--- src/rtl/core/pes_mul.sv ---
`timescale 1ns / 1ps

module pes_mul #(
  parameter int W = 32
) (
  input  logic         clk,
  input  logic         rst,
  input  logic         start,
  input  logic [W-1:0] a,
  input  logic [W-1:0] b,
  output logic         done,
  output logic [W-1:0] result
);

  // Wide words are cut into two halves; the high-by-high partial product
  // lies entirely above the word and is skipped.
  localparam bit SPLIT = (W > 32);
  localparam int P     = SPLIT ? (W + 1) / 2 : W;
  localparam int STEPS = SPLIT ? 3 : 1;
  localparam logic [1:0] LAST_STEP = 2'(STEPS - 1);

  logic [W-1:0]   a_r;
  logic [W-1:0]   b_r;
  logic [2*P-1:0] a_ext;
  logic [2*P-1:0] b_ext;
  logic [P-1:0]   op_a;
  logic [P-1:0]   op_b;
  logic [2*P-1:0] pp;
  logic [2*P-1:0] prod_r;
  logic           shift_r;
  logic [W-1:0]   term;
  logic [W-1:0]   acc;
  logic [1:0]     step;
  logic           mul_on;
  logic           acc_on;
  logic           last_r;

  assign a_ext = (2*P)'(a_r);
  assign b_ext = (2*P)'(b_r);

  always_comb begin
    op_a = a_ext[P-1:0];
    op_b = b_ext[P-1:0];
    if (step == 2'd1) begin
      op_b = b_ext[2*P-1:P];
    end else if (step == 2'd2) begin
      op_a = a_ext[2*P-1:P];
    end
  end

  assign pp     = op_a * op_b;
  assign term   = shift_r ? W'(prod_r << P) : W'(prod_r);
  assign result = acc + term;
  assign done   = acc_on & last_r;

  always_ff @(posedge clk) begin
    if (rst) begin
      mul_on <= 1'b0;
      acc_on <= 1'b0;
      last_r <= 1'b0;
      step   <= 2'd0;
    end else begin
      acc_on <= mul_on;
      last_r <= mul_on && (step == LAST_STEP);
      if (start) begin
        mul_on <= 1'b1;
        step   <= 2'd0;
      end else if (mul_on) begin
        step <= step + 2'd1;
        if (step == LAST_STEP) begin
          mul_on <= 1'b0;
        end
      end
    end
  end

  always_ff @(posedge clk) begin
    if (start) begin
      a_r <= a;
      b_r <= b;
      acc <= '0;
    end else if (acc_on) begin
      acc <= result;
    end
    if (mul_on) begin
      prod_r  <= pp;
      shift_r <= (step != 2'd0);
    end
  end

endmodule

--- config.mk ---
export PLATFORM = sky130hd
export DESIGN_NAME = pes_mul
export DESIGN_NICKNAME = d
export VERILOG_FILES = /design/src/rtl/core/pes_mul.sv
export SDC_FILE = /design/constraint.sdc
export NUM_CORES = 1
export LEC_CHECK = 0
export ABC_CLOCK_PERIOD_IN_PS = 7020
export CORE_MARGIN = 3
export CORE_UTILIZATION = 45
export CTS_CLUSTER_SIZE = 14
export DETAILED_ROUTE_END_ITERATION = 8
export DONT_BUFFER_PORTS = 1
export HOLD_SLACK_MARGIN = 0.02
export PLACE_DENSITY = 0.72
export SETUP_SLACK_MARGIN = 0.1
export SLEW_MARGIN = 20
export SYNTH_ARGS = -nofsm -noshare
export SYNTH_HDL_FRONTEND = slang
export SYNTH_SLANG_ARGS = --single-unit
export TNS_END_PERCENT = 5
--- constraint.sdc ---
create_clock -name clk -period 7.02 [get_ports clk]
set_input_delay 0.702 -clock clk [delete_from_list [all_inputs] [get_ports clk]]
set_output_delay 0.702 -clock clk [all_outputs]
set_load 0.01 [all_outputs]
==> results.py, run 1 <==
metrics = {
    "run_status": {
        "status": "finished with violations",
        "violations": "setup timing",
    },
    "placement": {
        "port-buffer-count": 0,
        "gp_congestion": 0.9988,
        "dp_hpwl_mm": 56.78,
    },
    "critical_path": {
        "critPathLaunchType": "flip-flop",
        "r2r_slack_ps": -460,
        "cp.depth": 29,
        "crit_path_end_kind": "flip-flop",
        "ff2ff_path_depth": 29,
        "critPathKind": "reg -> reg",
        "path_delay_family": "adder cells",
        "reg2reg_to": "prod_r[31]",
        "reg2reg_from": "step[1]",
        "worstPathArrival_ps": 7690,
        "cpMaxStageDelayCell": "fa_1",
        "cp.required_ps": 7230,
        "worstPathMaxFanout": 8,
        "critPathBufInv": 8,
        "crit_path_end": "prod_r[31]",
        "crit_path_start": "step[1]",
        "max_stage_delay_ps": 550,
    },
    "floorplan": {
        "die_width_um": 226.6,
        "initial_core_util": 0.4568,
        "die_area_um2": 51360,
        "core_area_um2": 47950,
        "rows": 80,
        "io_pins": 100,
        "die_h_um": 226.6,
    },
    "sta": {
        "clock_skew_ps": 16.45,
        "hold_viol_final": 0,
        "setup_violations": 8,
        "fin_ws_ps": -459.7,
        "finalCritPeriodShare": 1.065,
        "max_freq_mhz": 133.7,
        "slew_headroom": 0.3411,
        "period_needed_ps": 7480,
        "rsz0062_at_grt": "true",
        "slew_viol_final": 0,
        "max_slew.worst_pin.slew_ps": 988.3,
    },
    "layout": {
        "multiInputGateArea_um2": 16490,
        "finish.utilization": 0.5428,
        "fill_cells": 4250,
        "nets": 3235,
        "syn_to_final_growth_pct": 18.82,
        "drive_above_1_share": 0.1671,
        "num_antenna_cells": 0,
        "register_area_um2": 3657,
    },
    "global_route": {
        "gr-total-overflow": 0,
        "track_usage": 0.2744,
        "grt_pass1_wl_mm": 104.7,
        "first_global_vias": 18816,
        "grt_max_degree": 102,
        "antenna_found_initial": 0,
    },
    "detailed_routing": {
        "ant_nets": 0,
        "dr_total_vias": 17126,
        "drc": 0,
        "viasPerCell": 5.302,
        "wl_mm": 66.72,
        "wl_per_cell_um": 20.66,
        "drtIter0Drc": 1190,
        "first_pass_iters": 7,
    },
    "yosys": {
        "netlist_area_um2": 21900,
        "syn_nets": 3004,
        "seq_area_frac_synth": 0.1668,
        "synth_cell_types": 73,
        "syn_inst": 2371,
        "yosys_warnings": 0,
        "avgSynthCellArea_um2": 9.238,
        "synth_ff_type": "edfxtp_1",
        "synth-edff-count": 97,
        "async_flop_share": 0,
        "ys_ff_latch": 134,
    },
    "clock_tree": {
        "worstSkewPairLatency_ps": 490,
        "clock_path_buffers": 2,
        "cts_root_buf": "clkbuf_16",
        "cts_tree": "built",
        "htreeDepth": 4,
        "numCtsBuffers": 17,
        "cts.sinks": 134,
        "clk_pin_slew_ps": 60,
        "ctsHoldBuffers": 0,
    },
    "flow_run": {
        "cap_violations": 0,
    },
    "worst_hold_path": {
        "hold_path_class": "in -> reg",
    },
}
==> through the flow <==
stage	setup WS [ps]	hold slack [ps]	instances	cell area, um^2	TNS [ps]
floorplan	-193.2	449.7	2371	22180	-733.5
global placement	-675.1	476.6	3181	25000	-1764
global route	-707.8	259.6	3230	26030	-4386
finish	-459.7	289.0	3230	26030	-1392
detailed placement	-753.1	468.4	3181	25000	-3268
CTS	-433.3	243.9	3225	25910	-1226
==> placed cells by master, fill, tap and decap left out, types with 5 or more instances in the layout <==
cell | netlist | layout
a21o_1 | 26 | 26
a21oi_1 | 48 | 44
and2_1 | 25 | 18
and2_4 | 1 | 8
and3_1 | 10 | 9
buf_12 | 0 | 30
buf_4 | 2 | 275
buf_6 | 2 | 6
bufinv_16 | 0 | 5
clkbuf_16 | 0 | 18
clkinv_4 | 0 | 5
dfxtp_1 | 37 | 34
edfxtp_1 | 97 | 97
fa_1 | 409 | 399
fa_2 | 0 | 10
ha_1 | 157 | 150
ha_4 | 0 | 6
inv_1 | 439 | 434
inv_2 | 0 | 5
mux2i_1 | 20 | 20
nand2_1 | 268 | 266
nand2b_1 | 36 | 34
nand2b_4 | 0 | 5
nand3_1 | 47 | 46
nand4_1 | 8 | 8
nor2_1 | 319 | 308
nor2_2 | 0 | 9
nor2b_1 | 60 | 55
nor2b_2 | 3 | 7
nor3_1 | 14 | 14
o21a_1 | 7 | 7
o21ai_0 | 14 | 13
o21ai_1 | 15 | 15
o21bai_1 | 12 | 12
or2_2 | 5 | 5
xnor2_1 | 86 | 84
xor2_1 | 23 | 23
==> cell families after synthesis <==
family	after synthesis	share of synthesized area
xor+xnor	110	0.04461
flops	134	0.1668
buf+inv	543	0.09437
mux	21	0.009654
compound gates	169	0.05210
fa+ha+maj	566	0.4635
simple gates	828	0.1690
==> timing repair <==
| item | 4_1_cts | 5_1_grt |
|---|---|---|
| setup buffers | 9 | 4 |
| resized for setup | 42 | 20 |
| endpoints found under the hold margin | 0 | 0 |
| gates cloned | 3 | 1 |
| pin swaps | 26 | 22 |
| endpoints found under the setup margin | 15 | 15 |
==> worst min path at each step <==
| stage | slack (ps) | start | end | depth (start not counted) |
|---|---|---|---|---|
| floorplan | 450 | acc[12] | acc[12] | 2 |
| global placement | 480 | acc[9] | acc[9] | 2 |
| detailed placement | 470 | acc[12] | acc[12] | 2 |
| CTS | 240 | rst | acc_on | 1 |
| global route | 260 | rst | acc_on | 1 |
| finish | 290 | rst | acc_on | 1 |
==> worst register-to-register path: cells and delay by family, from the launching register on <==
family | cells | cell delay [ps]
adders and majority gates | 9 | 4100
xor gates and xnor gates | 9 | 1680
buffers and inverters | 8 | 670
and+or+nand+nor | 3 | 420
DFF | 1 | 330
==> synthesized netlist by cell type, types with 3 or more instances <==
| library cell | instances | share of area |
|---|---|---|
| xnor2_1 | 86 | 0.034 |
| nand2b_1 | 36 | 0.010 |
| o31a_1 | 3 | 0.0012 |
| nor3b_1 | 4 | 0.0014 |
| or3_1 | 4 | 0.0011 |
| dfxtp_1 | 37 | 0.034 |
| nand2_4 | 4 | 0.0021 |
| and3_1 | 10 | 0.0029 |
| clkbuf_1 | 89 | 0.015 |
| nor2b_2 | 3 | 0.0012 |
| o311ai_1 | 4 | 0.0016 |
| inv_1 | 439 | 0.075 |
| nor2_1 | 319 | 0.055 |
| and4_1 | 4 | 0.0016 |
| a21oi_1 | 48 | 0.011 |
| a211oi_1 | 4 | 0.0014 |
| o21ai_0 | 14 | 0.0032 |
| o21bai_1 | 12 | 0.0041 |
| fa_1 | 409 | 0.37 |
| ha_1 | 157 | 0.090 |
| nand2_1 | 268 | 0.046 |
| a211o_1 | 3 | 0.0012 |
| and2_1 | 25 | 0.0071 |
| and2_0 | 3 | 0.00086 |
| buf_2 | 5 | 0.0011 |
| nor3_1 | 14 | 0.0032 |
| o21a_1 | 7 | 0.0024 |
| buf_1 | 6 | 0.0010 |
| xor2_1 | 23 | 0.0092 |
| a31oi_1 | 5 | 0.0014 |
| a21o_1 | 26 | 0.0089 |
| nand3_1 | 47 | 0.011 |
| or2_2 | 5 | 0.0014 |
| mux2i_1 | 20 | 0.0091 |
| nor4_1 | 4 | 0.0011 |
| o211a_1 | 3 | 0.0014 |
| nand4_1 | 8 | 0.0023 |
| a311o_1 | 3 | 0.0014 |
| edfxtp_1 | 97 | 0.13 |
| nor2b_1 | 60 | 0.017 |
| o21ai_1 | 15 | 0.0034 |
==> flip-flops by register name (all words and copies together) (netlist names) <==
name,flops
prod_r,32
b_r,32
acc,32
step,2
a_r,32
mul_on,1
last_r,1
acc_on,1
shift_r,1
==> per-layer routing <==
layer  vias to the layer above  global-route usage  part of all wire
met3                       142             0.04946             0.067
met2                       686              0.4694              0.49
li1                       7709                   -                 -
met1                      8589              0.3424              0.40
met5                         -                   0                 0
met4                         0              0.1179             0.044
==> final cells by class <==
type / instances / share of cell area
Clock inverter: 15 / 0.008750
Clock buffer: 17 / 0.01635
Timing Repair Buffer: 314 / 0.1078
Sequential cell: 134 / 0.1405
Multi-Input combinational cell: 1696 / 0.6337
Inverter: 439 / 0.06331
Tap cell: 615 / 0.02957
Power of run 1 is not shown: default switching activity piles up to over one toggle a cycle in this logic, so the estimate is an artifact.
==> inputs of run 2 (changes only) <==
SETUP_SLACK_MARGIN = 0.15   (was 0.1)
==> run 2 against run 1 <==
The flow still finishes with violations (setup timing). Clock-buffer cell count unchanged. Wire length is essentially flat. Utilization barely moved. Fmax about the same. Die area stayed put. Global-route usage unchanged. First-iteration DRC count grew 2.3%. Via count is 0.39% lower. Final cell count did not move. Non-clock buffer count is the same. Critical path depth did not move.
==> results.py, run 2 (synthesis results as in run 1) <==
metrics = {
    "floorplan": {
        "initial_core_util": 0.4568,
        "die_width_um": 226.6,
        "io_pins": 100,
        "core_area_um2": 47950,
        "die_area_um2": 51360,
        "die_h_um": 226.6,
        "rows": 80,
    },
    "run_status": {
        "status": "finished with violations",
        "violations": "setup timing",
    },
    "detailed_routing": {
        "wl_mm": 66.70,
        "wl_per_cell_um": 20.65,
        "drtIter0Drc": 1217,
        "dr_total_vias": 17059,
        "viasPerCell": 5.281,
        "drc": 0,
        "ant_nets": 0,
        "first_pass_iters": 5,
    },
    "clock_tree": {
        "clk_pin_slew_ps": 60,
        "cts_root_buf": "clkbuf_16",
        "clock_path_buffers": 2,
        "htreeDepth": 4,
        "ctsHoldBuffers": 0,
        "cts.sinks": 134,
        "worstSkewPairLatency_ps": 490,
        "cts_tree": "built",
        "numCtsBuffers": 17,
    },
    "global_route": {
        "antenna_found_initial": 0,
        "first_global_vias": 18822,
        "grt_pass1_wl_mm": 104.8,
        "gr-total-overflow": 0,
        "track_usage": 0.2744,
        "grt_max_degree": 102,
    },
    "sta": {
        "clock_skew_ps": 16.50,
        "slew_viol_final": 0,
        "fin_ws_ps": -453.3,
        "period_needed_ps": 7473,
        "max_freq_mhz": 133.8,
        "setup_violations": 8,
        "whs_ps": 290.5,
        "hold_viol_final": 0,
        "slew_headroom": 0.3372,
        "finalCritPeriodShare": 1.065,
        "rsz0062_at_grt": "true",
        "max_slew.worst_pin.slew_ps": 994.1,
    },
    "layout": {
        "drive_above_1_share": 0.1679,
        "num_antenna_cells": 0,
        "layout_common_cells": "inv_1, fa_1, nor2_1, buf_4, nand2_1",
        "syn_to_final_growth_pct": 18.84,
        "final_cell_area_um2": 26030,
        "nets": 3235,
        "layout_commonest_cell": "inv_1",
        "fill_cells": 4248,
    },
    "placement": {
        "port-buffer-count": 0,
        "post_dp_cell_area_um2": 25000,
        "dp_hpwl_mm": 56.78,
        "gp_congestion": 0.9988,
    },
    "critical_path": {
        "max_stage_delay_ps": 550,
        "crit_path_end_kind": "flip-flop",
        "cpMaxStageDelayCell": "fa_1",
        "critPathLaunchType": "flip-flop",
        "critPathKind": "reg -> reg",
        "worstPathArrival_ps": 7680,
        "cp.required_ps": 7230,
        "worstPathMaxFanout": 8,
        "r2r_slack_ps": -450,
    },
    "worst_hold_path": {
        "hold_path_class": "in -> reg",
    },
    "flow_run": {
        "cap_violations": 0,
    },
}
==> run 2: path summary, 6_finish.rpt <==
check             startpoint  depth (start not counted)    endpoint
setup reg to reg     step[1]                         29  prod_r[31]
hold / removal           rst                          1      acc_on
setup / recovery     step[1]                         29  prod_r[31]
hold reg to reg      acc[12]                          2     acc[12]
==> run 2: what timing repair did <==
action | CTS | global route
endpoints found under the setup margin | 15 | 16
setup buffers | 9 | 4
resized for setup | 44 | 21
pin swaps | 28 | 22
cloned | 3 | 1
==> run 2: area by class of cell <==
type / count / area [um^2] / share of cell area
Clock buffer: 17 / 425.4 / 0.01634
Clock inverter: 15 / 227.7 / 0.008748
Inverter: 439 / 1648 / 0.06330
Multi-Input combinational cell: 1696 / 16500 / 0.6338
Sequential cell: 134 / 3657 / 0.1405
Tap cell: 615 / 769.5 / 0.02956
Timing Repair Buffer: 314 / 2805 / 0.1078
==> run 2: through the flow <==
stage          instances  setup TNS, ps    util  worst slack (ps)
3_5_place_dp        3181          -3268  0.5213            -753.1
2_1_floorplan       2371         -733.5       -            -193.2
3_3_place_gp        3181          -1764  0.5213            -675.1
4_1_cts             3225          -1226  0.5406            -433.3
5_1_grt             3230          -4370  0.5429            -707.8
6_report            3230          -1416  0.5429            -453.3
==> run 2: routing by layer <==
layer  global-route usage  wire, um  vias up
met1               0.3427     26510     8539
met3              0.04907      4627      135
met5                    0         0        -
met2               0.4694     32640      675
li1                     -         -     7710
met4               0.1179      2929        0
==> run 2: worst max-delay path, delay by kind of cell, from the launching register on <==
kind,cells,cell delay [ps]
flip-flops,1,330
adder cells (fa/ha/maj),9,4110
buffers and inverters,8,660
XOR/XNOR,9,1680
AND/OR/NAND/NOR,3,400
Power of run 2 is left out for the same reason.
